## src/design/atrsp_pkg.sv

```systemverilog
package atrsp_pkg;

  // Defaults for the top-level parameters.
  localparam int WINDOW_BYTES_DEF = 64;
  localparam int NAME_MAX_DEF     = 31;

  // The width of the transmit flag field follows the channel count.
  localparam int CHANNELS = 5;

  // Header bytes of a request that are not part of the path.
  localparam int HTTP_HDR_BYTES = 42;

  // Input actions.
  localparam logic [1:0] ACT_BYTE    = 2'd0;
  localparam logic [1:0] ACT_ACK     = 2'd1;
  localparam logic [1:0] ACT_CLR_RST = 2'd2;
  localparam logic [1:0] ACT_NOP     = 2'd3;

  // Result events.
  localparam logic [2:0] EV_NONE    = 3'd0;
  localparam logic [2:0] EV_REQ     = 3'd1;
  localparam logic [2:0] EV_CLOSED  = 3'd2;
  localparam logic [2:0] EV_MODRST  = 3'd3;
  localparam logic [2:0] EV_GARBAGE = 3'd4;
  localparam logic [2:0] EV_BAD     = 3'd5;

  // Literal selectors used while decoding a request.
  localparam logic [1:0] LIT_IPD   = 2'd0;
  localparam logic [1:0] LIT_COMMA = 2'd1;
  localparam logic [1:0] LIT_GET   = 2'd2;

  // Characters.
  localparam logic [7:0] CH_0      = 8'h30;
  localparam logic [7:0] CH_9      = 8'h39;
  localparam logic [7:0] CH_PLUS   = 8'h2B;
  localparam logic [7:0] CH_COMMA  = 8'h2C;
  localparam logic [7:0] CH_D      = 8'h44;
  localparam logic [7:0] CH_CR     = 8'h0D;
  localparam logic [7:0] CH_LF     = 8'h0A;
  localparam logic [7:0] CH_NUL    = 8'h00;
  localparam logic [7:0] CH_SPACE  = 8'h20;
  localparam logic [7:0] CH_TILDE  = 8'h7E;
  localparam logic [7:0] CH_TAB    = 8'h09;
  localparam logic [7:0] CH_VT     = 8'h0B;
  localparam logic [7:0] CH_FF     = 8'h0C;
  localparam logic [7:0] CH_CH_END = 8'(8'h30 + CHANNELS);

  // Tail patterns, last character in the low byte.
  localparam logic [71:0] TXT_RST    = "rst cause";
  localparam logic [39:0] TXT_IPD    = "+IPD,";
  localparam logic [55:0] TXT_CLOSED = ",CLOSED";
  localparam logic [31:0] TXT_HTTP   = "HTTP";
  localparam logic [47:0] TXT_GET    = ":GET /";

  typedef struct packed {
    logic [1:0] action;
    logic [7:0] rx_byte;
  } in_word_t;

  typedef struct packed {
    logic [2:0]          event_res;
    logic [2:0]          channel;
    logic [7:0]          name_char;
    logic                name_valid;
    logic [15:0]         ignore_count;
    logic [CHANNELS-1:0] transmit_flags;
    logic                reset_pending;
    logic                last;
  } out_word_t;

  // Commands from the controller to the datapath.
  typedef struct packed {
    logic take;
    logic step;
    logic scan_start;
    logic adv;
    logic num_dig;
    logic save_id;
    logic save_len;
    logic path_start;
    logic path_adv;
    logic path_done;
    logic emit_start;
    logic load_bad;
    logic load_name;
  } atrsp_cmd_t;

  // Status from the datapath to the controller.
  typedef struct packed {
    logic       step_decode;
    logic       out_free;
    logic [7:0] ch;
    logic       p_end;
    logic       id_ok;
    logic       emit_zero;
    logic       emit_last;
  } atrsp_stat_t;

  // Character k of a decode literal.
  function automatic logic [7:0] lit_char(input logic [1:0] lid, input logic [2:0] k);
    logic [47:0] s;
    begin
      case (lid)
        LIT_IPD:   s = {TXT_IPD, 8'h00};
        LIT_COMMA: s = {CH_COMMA, 40'h0};
        default:   s = TXT_GET;
      endcase
      lit_char = 8'(s >> (8 * (5 - int'(k))));
    end
  endfunction

  // Index of the final character of a decode literal.
  function automatic logic [2:0] lit_last(input logic [1:0] lid);
    case (lid)
      LIT_IPD:   lit_last = 3'd4;
      LIT_COMMA: lit_last = 3'd0;
      default:   lit_last = 3'd5;
    endcase
  endfunction

  function automatic logic is_digit(input logic [7:0] c);
    is_digit = (c >= CH_0) && (c <= CH_9);
  endfunction

  // Characters that end a request path.
  function automatic logic is_end(input logic [7:0] c);
    is_end = (c == CH_NUL) || (c == CH_SPACE) || (c == CH_TAB) || (c == CH_LF) ||
             (c == CH_VT) || (c == CH_FF) || (c == CH_CR);
  endfunction

endpackage

```

## src/design/atrsp_ram.sv

```systemverilog
module atrsp_ram #(
  parameter int WIDTH = 8,
  parameter int DEPTH = 64
) (
  input  logic                     clk,
  input  logic                     we,
  input  logic [$clog2(DEPTH)-1:0] waddr,
  input  logic [WIDTH-1:0]         wdata,
  input  logic [$clog2(DEPTH)-1:0] raddr,
  output logic [WIDTH-1:0]         rdata
);

  logic [WIDTH-1:0] mem [DEPTH];

  always_ff @(posedge clk) begin
    if (we) begin
      mem[waddr] <= wdata;
    end
    rdata <= mem[raddr];
  end

endmodule

```

## src/design/atrsp_dp.sv

```systemverilog
module atrsp_dp
  import atrsp_pkg::*;
#(
  parameter int WINDOW_BYTES = WINDOW_BYTES_DEF,
  parameter int NAME_MAX     = NAME_MAX_DEF
) (
  input  logic        clk,
  input  logic        rst,
  input  in_word_t    in_data,
  input  logic        cfg_we,
  input  logic        cfg_data,
  input  logic        out_stall,
  output logic        out_valid,
  output out_word_t   out_data,
  input  atrsp_cmd_t  cmd,
  output atrsp_stat_t stat
);

  localparam int AW = $clog2(WINDOW_BYTES);
  localparam int PW = $clog2(WINDOW_BYTES + 1);
  localparam int EW = $clog2(NAME_MAX + 1);

  in_word_t                inw;
  logic                    en;
  logic [AW-1:0]           wp;
  logic [WINDOW_BYTES-1:0] vld;
  logic [71:0]             tail;
  logic [1:0]              run;
  logic                    phase;
  logic                    rf;
  logic [CHANNELS-1:0]     flags;
  logic [PW-1:0]           p;
  logic [15:0]             acc;
  logic [15:0]             id;
  logic [15:0]             len;
  logic [PW-1:0]           start;
  logic [PW-1:0]           plen;
  logic [15:0]             ign;
  logic [EW-1:0]           e;
  logic                    rvld;
  logic [7:0]              rdata;
  logic [AW-1:0]           raddr;
  logic [AW:0]             rsum;

  // Step results, worked out from the latched word.
  logic [7:0]          b;
  logic [1:0]          run_b;
  logic [71:0]         tail_n;
  logic [7:0]          cdig;
  logic [2:0]          cid;
  logic [2:0]          ev;
  logic [2:0]          chn;
  logic                rf_n;
  logic [CHANNELS-1:0] fl_n;
  logic                rp;
  logic                phase_n;
  logic [1:0]          run_n;
  logic                do_clr;
  logic                wr;
  logic                dec;

  logic [EW-1:0] emitn;
  logic [16:0]   need;
  logic [16:0]   len17;
  logic          load_any;

  // Window store: a circular buffer with one valid bit per entry.
  atrsp_ram #(.WIDTH(8), .DEPTH(WINDOW_BYTES)) u_win (
    .clk  (clk),
    .we   (cmd.step && wr),
    .waddr(wp),
    .wdata(b),
    .raddr(raddr),
    .rdata(rdata)
  );

  // Logical window index p maps to the entry p places on from the write pointer.
  always_comb begin
    rsum = {1'b0, wp} + (AW + 1)'(p[AW-1:0]);
    if (rsum >= (AW + 1)'(WINDOW_BYTES)) begin
      raddr = AW'(rsum - (AW + 1)'(WINDOW_BYTES));
    end else begin
      raddr = AW'(rsum);
    end
  end

  // Byte step, acknowledge and reset-clear actions.
  always_comb begin
    b       = inw.rx_byte;
    tail_n  = {tail[63:0], b};
    cdig    = tail_n[63:56];
    cid     = 3'(cdig - CH_0);
    ev      = EV_NONE;
    chn     = 3'd0;
    rf_n    = rf;
    fl_n    = flags;
    rp      = rf;
    phase_n = phase;
    run_n   = run;
    do_clr  = 1'b0;
    wr      = 1'b0;
    dec     = 1'b0;
    if (b == CH_CR || b == CH_LF || b == CH_NUL) begin
      run_b = run;
    end else if (b < CH_SPACE || b > CH_TILDE) begin
      run_b = run + 2'd1;
    end else begin
      run_b = 2'd0;
    end
    if (inw.action == ACT_BYTE && en) begin
      wr    = 1'b1;
      run_n = run_b;
      if (run_b == 2'd3) begin
        rf_n    = 1'b1;
        run_n   = 2'd0;
        phase_n = 1'b0;
        do_clr  = 1'b1;
        ev      = EV_GARBAGE;
      end else if (tail_n == TXT_RST) begin
        rf_n    = 1'b1;
        phase_n = 1'b0;
        do_clr  = 1'b1;
        ev      = EV_MODRST;
      end else if (!phase) begin
        if (b == CH_COMMA && tail_n[39:0] == TXT_IPD) begin
          phase_n = 1'b1;
        end else if (b == CH_D && tail_n[55:0] == TXT_CLOSED &&
                     cdig >= CH_0 && cdig < CH_CH_END) begin
          fl_n = flags & ~(CHANNELS'(1) << cid);
          ev   = EV_CLOSED;
          chn  = cid;
        end
      end else if (tail_n[31:0] == TXT_HTTP) begin
        phase_n = 1'b0;
        dec     = 1'b1;
      end
      rp = rf_n;
    end else if (inw.action == ACT_ACK) begin
      rp = rf;
      if (rf) begin
        fl_n = '0;
        rf_n = 1'b0;
      end
    end else if (inw.action == ACT_CLR_RST) begin
      rf_n = 1'b0;
      rp   = 1'b0;
    end
  end

  // Path length and skip count.
  always_comb begin
    if (32'(plen) < NAME_MAX) begin
      emitn = EW'(plen);
    end else begin
      emitn = EW'(NAME_MAX);
    end
    need  = 17'(HTTP_HDR_BYTES) + 17'(plen);
    len17 = {1'b0, len};
  end

  // Status toward the controller.
  always_comb begin
    stat.step_decode = dec;
    stat.out_free    = !out_valid || !out_stall;
    stat.p_end       = p >= PW'(WINDOW_BYTES);
    stat.ch          = (rvld && !stat.p_end) ? rdata : CH_NUL;
    stat.id_ok       = id < 16'(CHANNELS);
    stat.emit_zero   = plen == '0;
    stat.emit_last   = e == emitn - EW'(1);
  end

  assign load_any = (cmd.step && !dec) || cmd.load_bad || cmd.load_name;

  // Control state of the datapath.
  always_ff @(posedge clk) begin
    if (rst) begin
      en        <= 1'b0;
      wp        <= '0;
      vld       <= '0;
      tail      <= '0;
      run       <= 2'd0;
      phase     <= 1'b0;
      rf        <= 1'b0;
      flags     <= '0;
      out_valid <= 1'b0;
    end else begin
      if (cfg_we) begin
        en <= cfg_data;
      end
      if (cmd.step) begin
        run   <= run_n;
        phase <= phase_n;
        rf    <= rf_n;
        flags <= fl_n;
        if (wr) begin
          wp <= (wp == AW'(WINDOW_BYTES - 1)) ? '0 : wp + AW'(1);
        end
        // A clearing step empties the window, the new byte included.
        if (do_clr) begin
          vld  <= '0;
          tail <= '0;
        end else if (wr) begin
          vld[wp] <= 1'b1;
          tail    <= tail_n;
        end
      end
      if (cmd.path_done) begin
        flags <= flags | (CHANNELS'(1) << id[2:0]);
      end
      if (cmd.load_bad || (cmd.load_name && (stat.emit_zero || stat.emit_last))) begin
        vld  <= '0;
        tail <= '0;
      end
      if (load_any) begin
        out_valid <= 1'b1;
      end else if (!out_stall) begin
        out_valid <= 1'b0;
      end
    end
  end

  // Payload registers.
  always_ff @(posedge clk) begin
    rvld <= vld[raddr];
    if (cmd.take) begin
      inw <= in_data;
    end
    if (cmd.scan_start) begin
      p   <= '0;
      acc <= '0;
    end
    if (cmd.adv || cmd.path_adv) begin
      p <= p + PW'(1);
    end
    if (cmd.path_adv) begin
      plen <= plen + PW'(1);
    end
    if (cmd.num_dig) begin
      acc <= (acc << 3) + (acc << 1) + {8'h00, stat.ch - CH_0};
    end
    if (cmd.save_id) begin
      id  <= acc;
      acc <= '0;
    end
    if (cmd.save_len) begin
      len <= acc;
      acc <= '0;
    end
    if (cmd.path_start) begin
      p     <= p + PW'(1);
      start <= p + PW'(1);
      plen  <= '0;
    end
    if (cmd.path_done) begin
      ign <= (len17 > need) ? 16'(len17 - need) : 16'd0;
    end
    if (cmd.emit_start) begin
      p <= start;
      e <= '0;
    end
    if (cmd.load_name) begin
      p <= p + PW'(1);
      e <= e + EW'(1);
    end
    if (cmd.step && !dec) begin
      out_data <= '{event_res: ev, channel: chn, name_char: 8'h00, name_valid: 1'b0,
                    ignore_count: 16'd0, transmit_flags: fl_n, reset_pending: rp,
                    last: 1'b1};
    end else if (cmd.load_bad) begin
      out_data <= '{event_res: EV_BAD, channel: 3'd0, name_char: 8'h00, name_valid: 1'b0,
                    ignore_count: 16'd0, transmit_flags: flags, reset_pending: rf,
                    last: 1'b1};
    end else if (cmd.load_name) begin
      out_data <= '{event_res: EV_REQ, channel: id[2:0],
                    name_char: stat.emit_zero ? 8'h00 : stat.ch,
                    name_valid: !stat.emit_zero, ignore_count: ign,
                    transmit_flags: flags, reset_pending: rf,
                    last: stat.emit_zero || stat.emit_last};
    end
  end

  // A result is loaded only when the output register can take it.
  a_load_free: assert property (@(posedge clk) disable iff (rst)
    load_any |-> stat.out_free) else $error("result loaded over a waiting word");

  // A path character only ever rides on a parsed request.
  a_name_req: assert property (@(posedge clk) disable iff (rst)
    out_valid && out_data.name_valid |-> out_data.event_res == EV_REQ)
    else $error("path character on a non-request word");

  // The bad byte run never rests at three.
  a_run: assert property (@(posedge clk) disable iff (rst)
    run != 2'd3) else $error("bad byte run left at three");

  // A malformed request leaves the window empty.
  a_clear: assert property (@(posedge clk) disable iff (rst)
    cmd.load_bad |=> vld == '0) else $error("window not cleared after a bad request");

endmodule

```

## src/design/atrsp_ctrl.sv

```systemverilog
module atrsp_ctrl
  import atrsp_pkg::*;
(
  input  logic        clk,
  input  logic        rst,
  input  logic        in_valid,
  output logic        in_stall,
  input  atrsp_stat_t stat,
  output atrsp_cmd_t  cmd
);

  typedef enum logic [2:0] {S_IDLE, S_STEP, S_RD, S_EV, S_ERD, S_EEV} state_t;
  typedef enum logic [1:0] {D_FIND, D_LIT, D_NUM, D_PATH} dph_t;

  state_t     state, state_next;
  dph_t       dph, dph_next;
  logic [1:0] lid, lid_next;
  logic [2:0] k, k_next;
  logic       sel, sel_next;
  logic       seen, seen_next;
  logic       bad;
  logic [7:0] c;

  assign in_stall = state != S_IDLE;
  assign c        = stat.ch;

  // Next state and commands.
  always_comb begin
    cmd        = '0;
    state_next = state;
    dph_next   = dph;
    lid_next   = lid;
    k_next     = k;
    sel_next   = sel;
    seen_next  = seen;
    bad        = 1'b0;
    case (state)
      S_IDLE: begin
        if (in_valid) begin
          cmd.take   = 1'b1;
          state_next = S_STEP;
        end
      end
      S_STEP: begin
        if (stat.step_decode) begin
          cmd.step       = 1'b1;
          cmd.scan_start = 1'b1;
          dph_next       = D_FIND;
          state_next     = S_RD;
        end else if (stat.out_free) begin
          cmd.step   = 1'b1;
          state_next = S_IDLE;
        end
      end
      S_RD: begin
        state_next = S_EV;
      end
      S_EV: begin
        state_next = S_RD;
        case (dph)
          D_FIND: begin
            if (stat.p_end) begin
              bad = 1'b1;
            end else if (c == CH_PLUS) begin
              dph_next = D_LIT;
              lid_next = LIT_IPD;
              k_next   = 3'd0;
            end else begin
              cmd.adv = 1'b1;
            end
          end
          D_LIT: begin
            if (c != lit_char(lid, k)) begin
              bad = 1'b1;
            end else if (k == lit_last(lid)) begin
              case (lid)
                LIT_IPD: begin
                  cmd.adv   = 1'b1;
                  dph_next  = D_NUM;
                  sel_next  = 1'b0;
                  seen_next = 1'b0;
                end
                LIT_COMMA: begin
                  cmd.adv   = 1'b1;
                  dph_next  = D_NUM;
                  sel_next  = 1'b1;
                  seen_next = 1'b0;
                end
                default: begin
                  if (stat.id_ok) begin
                    cmd.path_start = 1'b1;
                    dph_next       = D_PATH;
                  end else begin
                    bad = 1'b1;
                  end
                end
              endcase
            end else begin
              cmd.adv = 1'b1;
              k_next  = k + 3'd1;
            end
          end
          D_NUM: begin
            if (is_digit(c)) begin
              cmd.num_dig = 1'b1;
              cmd.adv     = 1'b1;
              seen_next   = 1'b1;
            end else if (!seen) begin
              bad = 1'b1;
            end else begin
              cmd.save_len = sel;
              cmd.save_id  = !sel;
              dph_next     = D_LIT;
              lid_next     = sel ? LIT_GET : LIT_COMMA;
              k_next       = 3'd0;
            end
          end
          default: begin
            if (is_end(c)) begin
              cmd.path_done  = 1'b1;
              cmd.emit_start = 1'b1;
              state_next     = S_ERD;
            end else begin
              cmd.path_adv = 1'b1;
            end
          end
        endcase
        // A malformed request drops all other work and reports once.
        if (bad) begin
          cmd          = '0;
          dph_next     = dph;
          lid_next     = lid;
          k_next       = k;
          sel_next     = sel;
          seen_next    = seen;
          cmd.load_bad = stat.out_free;
          state_next   = stat.out_free ? S_IDLE : S_EV;
        end
      end
      S_ERD: begin
        if (stat.emit_zero) begin
          if (stat.out_free) begin
            cmd.load_name = 1'b1;
            state_next    = S_IDLE;
          end
        end else begin
          state_next = S_EEV;
        end
      end
      S_EEV: begin
        if (stat.out_free) begin
          cmd.load_name = 1'b1;
          state_next    = stat.emit_last ? S_IDLE : S_ERD;
        end
      end
      default: begin
        state_next = S_IDLE;
      end
    endcase
  end

  always_ff @(posedge clk) begin
    if (rst) begin
      state <= S_IDLE;
      dph   <= D_FIND;
      lid   <= LIT_IPD;
      k     <= 3'd0;
      sel   <= 1'b0;
      seen  <= 1'b0;
    end else begin
      state <= state_next;
      dph   <= dph_next;
      lid   <= lid_next;
      k     <= k_next;
      sel   <= sel_next;
      seen  <= seen_next;
    end
  end

  // A step is only issued from the step state.
  a_step_state: assert property (@(posedge clk) disable iff (rst)
    cmd.step |-> state == S_STEP) else $error("step issued outside step state");

  // Emission follows a completed path scan.
  a_emit: assert property (@(posedge clk) disable iff (rst)
    cmd.path_done |=> state == S_ERD) else $error("path scan did not lead to emission");

endmodule

```

## src/design/at_response_stream_parser.sv

```systemverilog
// Channel  Direction  Handshake           Word
// in       input      in_valid/in_stall   in_word_t (action, rx_byte)
// out      output     out_valid/out_stall out_word_t (one result per word)
// cfg      input      cfg_we              cfg_data (parse enable)
//
// An ordinary word is accepted in the idle state; its byte step is applied in the step state once the output is free.
// A word that completes a request scans the window one position at a time, with a read
// state and an evaluate state per position, up to the end of the path, then reads and
// emits each path character in turn while the output is free.
// Reset is synchronous and active high; it empties the window through valid bits.
// A stalled output holds the result register; the next word is still accepted.
module at_response_stream_parser
  import atrsp_pkg::*;
#(
  parameter int WINDOW_BYTES = WINDOW_BYTES_DEF,
  parameter int NAME_MAX     = NAME_MAX_DEF
) (
  input  logic      clk,
  input  logic      rst,
  input  logic      in_valid,
  output logic      in_stall,
  input  in_word_t  in_data,
  output logic      out_valid,
  input  logic      out_stall,
  output out_word_t out_data,
  input  logic      cfg_we,
  input  logic      cfg_data
);

  atrsp_cmd_t  cmd;
  atrsp_stat_t stat;

  atrsp_ctrl u_ctrl (
    .clk     (clk),
    .rst     (rst),
    .in_valid(in_valid),
    .in_stall(in_stall),
    .stat    (stat),
    .cmd     (cmd)
  );

  atrsp_dp #(
    .WINDOW_BYTES(WINDOW_BYTES),
    .NAME_MAX    (NAME_MAX)
  ) u_dp (
    .clk      (clk),
    .rst      (rst),
    .in_data  (in_data),
    .cfg_we   (cfg_we),
    .cfg_data (cfg_data),
    .out_stall(out_stall),
    .out_valid(out_valid),
    .out_data (out_data),
    .cmd      (cmd),
    .stat     (stat)
  );

endmodule

```

## config.mk

```make
export PLATFORM = sky130hd
export DESIGN_NAME = at_response_stream_parser
export DESIGN_NICKNAME = d
export VERILOG_FILES = /design/src/design/atrsp_pkg.sv /design/src/design/atrsp_ram.sv /design/src/design/atrsp_dp.sv /design/src/design/atrsp_ctrl.sv /design/src/design/at_response_stream_parser.sv
export SDC_FILE = /design/constraint.sdc
export NUM_CORES = 1
export LEC_CHECK = 0
export ABC_CLOCK_PERIOD_IN_PS = 7600
export BUFFER_PORTS_ARGS = -buffer_cell sky130_fd_sc_hd__buf_2
export CELL_PAD_IN_SITES_DETAIL_PLACEMENT = 1
export CELL_PAD_IN_SITES_GLOBAL_PLACEMENT = 1
export CORE_UTILIZATION = 57
export CTS_CLUSTER_SIZE = 30
export DETAILED_ROUTE_END_ITERATION = 6
export GPL_ROUTABILITY_DRIVEN = 0
export PLACE_DENSITY_LB_ADDON = 0.1
export SLEW_MARGIN = 20
export SYNTH_ARGS = -nofsm -noshare
export SYNTH_HDL_FRONTEND = slang
export SYNTH_HIERARCHICAL = 1
export SYNTH_SLANG_ARGS = --single-unit
export TNS_END_PERCENT = 1
```

## constraint.sdc

```tcl
create_clock -name clk -period 7.6 [get_ports clk]
set_input_delay 0.76 -clock clk [delete_from_list [all_inputs] [get_ports clk]]
set_output_delay 0.76 -clock clk [all_outputs]
set_load 0.01 [all_outputs]
```

==> flow_summary.toml <==
[global_routing]
grt_start_max_net_pins = 75
grt_pass1_vias = 23300
grt_first_pass_wirelength_mm = 145
grt_usage_pct = 30.7
overflow = 0
antenna_found_initial = 3

[floorplan]
initial_core_util_pct = 57.9
dieArea_sq_um = 62600
die_x_um = 250
die-height_um = 250
rows = 90
io_pins = 56
core-area_sq_um = 60600

[yosys]
yosysMostFrequentCell = "edfxtp_1"
synthTopCellsByCount = "601 x edfxtp_1, 270 x nor2_1, 215 x dfxtp_1"
avgSynthCellArea_sq_um = 14.0
synth_edf_count = 601
synth.distinct_cells = 97
yosysTopAreaCell = "edfxtp_1"
postSynthCellCount = 2509
synth_seq_cells = 816
synth_nets = 2580
yosysWarningCount = 6
synth_top_area_share_pct = 51.4
syn_area_sq_um = 35100
ys_seq_area_share_pct = 63.7
post_synth_main_area_contributors = "edfxtp_1 51%, dfxtp_1 12%, mux4_2 9.3%"
synthArstFlopShare_pct = 0
ys.flop_type = "edfxtp_1"

[cts]
clk_latency_ps = 650
cts_root_buffer = "clkbuf_16"
clock-sinks = 816
cts_buffers = 83
postCtsHoldBufs = 0
ctsResizeCount = 0
htreeDepth = 3
cts.path.max_buffers = 3
post_cts_buffers = 0
clk_pin_slew_ps = 60
cts_tree = "yes"

[flow_run]
cap_violations = 0

[routing]
ant_nets = 0
drtPass1Iterations = 7
routed_wl_mm = 95.6
wire_per_inst_um = 28.2
vias = 22600
drtIter0Drc = 2020
drc = 0
via_per_inst = 6.66

[power]
ir_drop_uv = 198
p_leak_nw = 12.8
p_per_area_nw_per_um2 = 236

[layout]
final_cell_area_sq_um = 38700
post-route-util_pct = 63.9
stdcell_count = 3392
syn2layout_area_growth_pct = 10.4
drive_above_1_share_pct = 18.9
final_nets = 2610

[worst_setup_path]
criticalPathCategory = "reg2reg"
cp.required_ps = 8080
r2r_slack_ps = 2090
cp-end-kind = "flip-flop"
worstSetupStartpointType = "flip-flop"
crit_fanout = 65
crit_arrival_ps = 5990

[timing]
fin_crit_sh_pct = 72.5
rsz0062_at_grt = "no"
setup_violations = 0
max_freq_mhz = 181
fin_ws_ps = 2090
relSlewSlack_pct = 25.6
fin_setup_tns_ps = 0
period_minus_slack_ps = 5510
slew_viol_final = 0
skew_ps = 35.6
tightest_slew_ps = 1110
hold_viol_final = 0

[placed_design]
place_inst = 3236
dp_slack_ps = 2130
placed_area_sq_um = 35900
place_hpwl_mm = 60.7
port_buffers = 55

[status]
outcome = "finished clean"

[hold_path]
hold_class = "in2reg"
## worst paths after layout
path / from / end / cells past startpoint
worst max-delay path: u_ctrl/k[1] / u_dp/vld[24] / 14
worst min-delay path: in_data[3] / u_dp/b[3] / 1
worst max register to register: u_ctrl/k[1] / u_dp/vld[24] / 14
worst min register to register: u_dp/tail[63] / u_dp/tail[63] / 2
## kinds of logic after synthesis
kind of cell / Yosys count / synth area share (%)
flip-flops: 816 / 63.7
adder cells (fa/ha/maj): 55 / 2.13
XOR/XNOR: 57 / 1.42
AO/OA/AOI/OAI: 416 / 7.84
AND/OR/NAND/NOR: 794 / 11.7
buffers and inverters: 187 / 2.77
multiplexers: 184 / 10.4
## registers in the layout, summed over array words and instances (netlist names), 5 cells and up
| signal | flops |
|---|---|
| u_dp/e | 5 |
| u_dp/ign | 16 |
| u_dp/out_data | 38 |
| u_dp/wp | 6 |
| u_dp/u_win/rdata | 8 |
| u_dp/p | 7 |
| u_dp/acc | 16 |
| u_dp/id | 16 |
| u_dp/b | 8 |
| u_dp/vld | 64 |
| u_dp/u_win/mem | 512 |
| u_dp/tail | 64 |
| u_dp/len | 16 |
| u_dp/plen | 7 |
| u_dp/start | 7 |
| u_dp/flags | 5 |
## cell usage in the layout, fill, tap and decap left out, types with 17 or more instances in the layout
| cell type | instances |
|---|---|
| edfxtp_1 | 601 |
| nor2_1 | 269 |
| dfxtp_1 | 215 |
| a21oi_1 | 151 |
| mux4_2 | 145 |
| nand2_1 | 132 |
| nand3_1 | 88 |
| clkbuf_16 | 84 |
| buf_2 | 55 |
| ha_1 | 46 |
| o21ai_0 | 45 |
| inv_1 | 37 |
| buf_4 | 36 |
| mux2i_1 | 36 |
| nor3_1 | 33 |
| nand3_2 | 29 |
| a21oi_2 | 29 |
| o22ai_1 | 28 |
| nor2b_1 | 28 |
| xnor2_1 | 27 |
| xor2_1 | 26 |
| a22o_1 | 23 |
| a31oi_1 | 21 |
| nand4_1 | 21 |
| and3_1 | 19 |
| or3_1 | 17 |
## critical path, stage by stage, from the launching register on
cell and delay, ps:
dfxtp_1 680, ha_1 510, or4b_4 560, o211ai_2 110, xnor2_1 90, and4b_4 210
o211ai_4 290, a21oi_1 160, nor3_1 580, or2_2 300, o22a_2 170, buf_4 670
o21bai_4 260, buf_4 570, nor2_1 120
## final cells by class
cell class	count	area [sq um]
clock inverter	49	566
tap	782	978
inverter	40	151
timing repair buffer	92	566
fill	5646	21800
multi-input combinational	1506	11900
sequential	816	22400
clock buffer	105	2230
antenna	2	5.00
## power breakdown
part           switching [mW]  internal [mW]
sequential            0.00929           4.79
clock                    1.76           2.45
combinational           0.127         0.0321
total                    1.90           7.26
## per-stage QoR
step,hold WS [ps],power [mW]
global route,291,9.38
CTS,280,9.22
floorplan,417,4.98
global placement,439,5.04
finish,310,9.16
detailed placement,445,5.05
## metal layers
metal	share of wire (%)	GRT usage, %	up-vias
met4	3.2	10.6	2
met2	48	49.0	992
met3	7.7	5.30	207
li1	-	-	9671
met1	42	42.8	11700
met5	0.012	0	-
(Power assumes the default switching activity.)
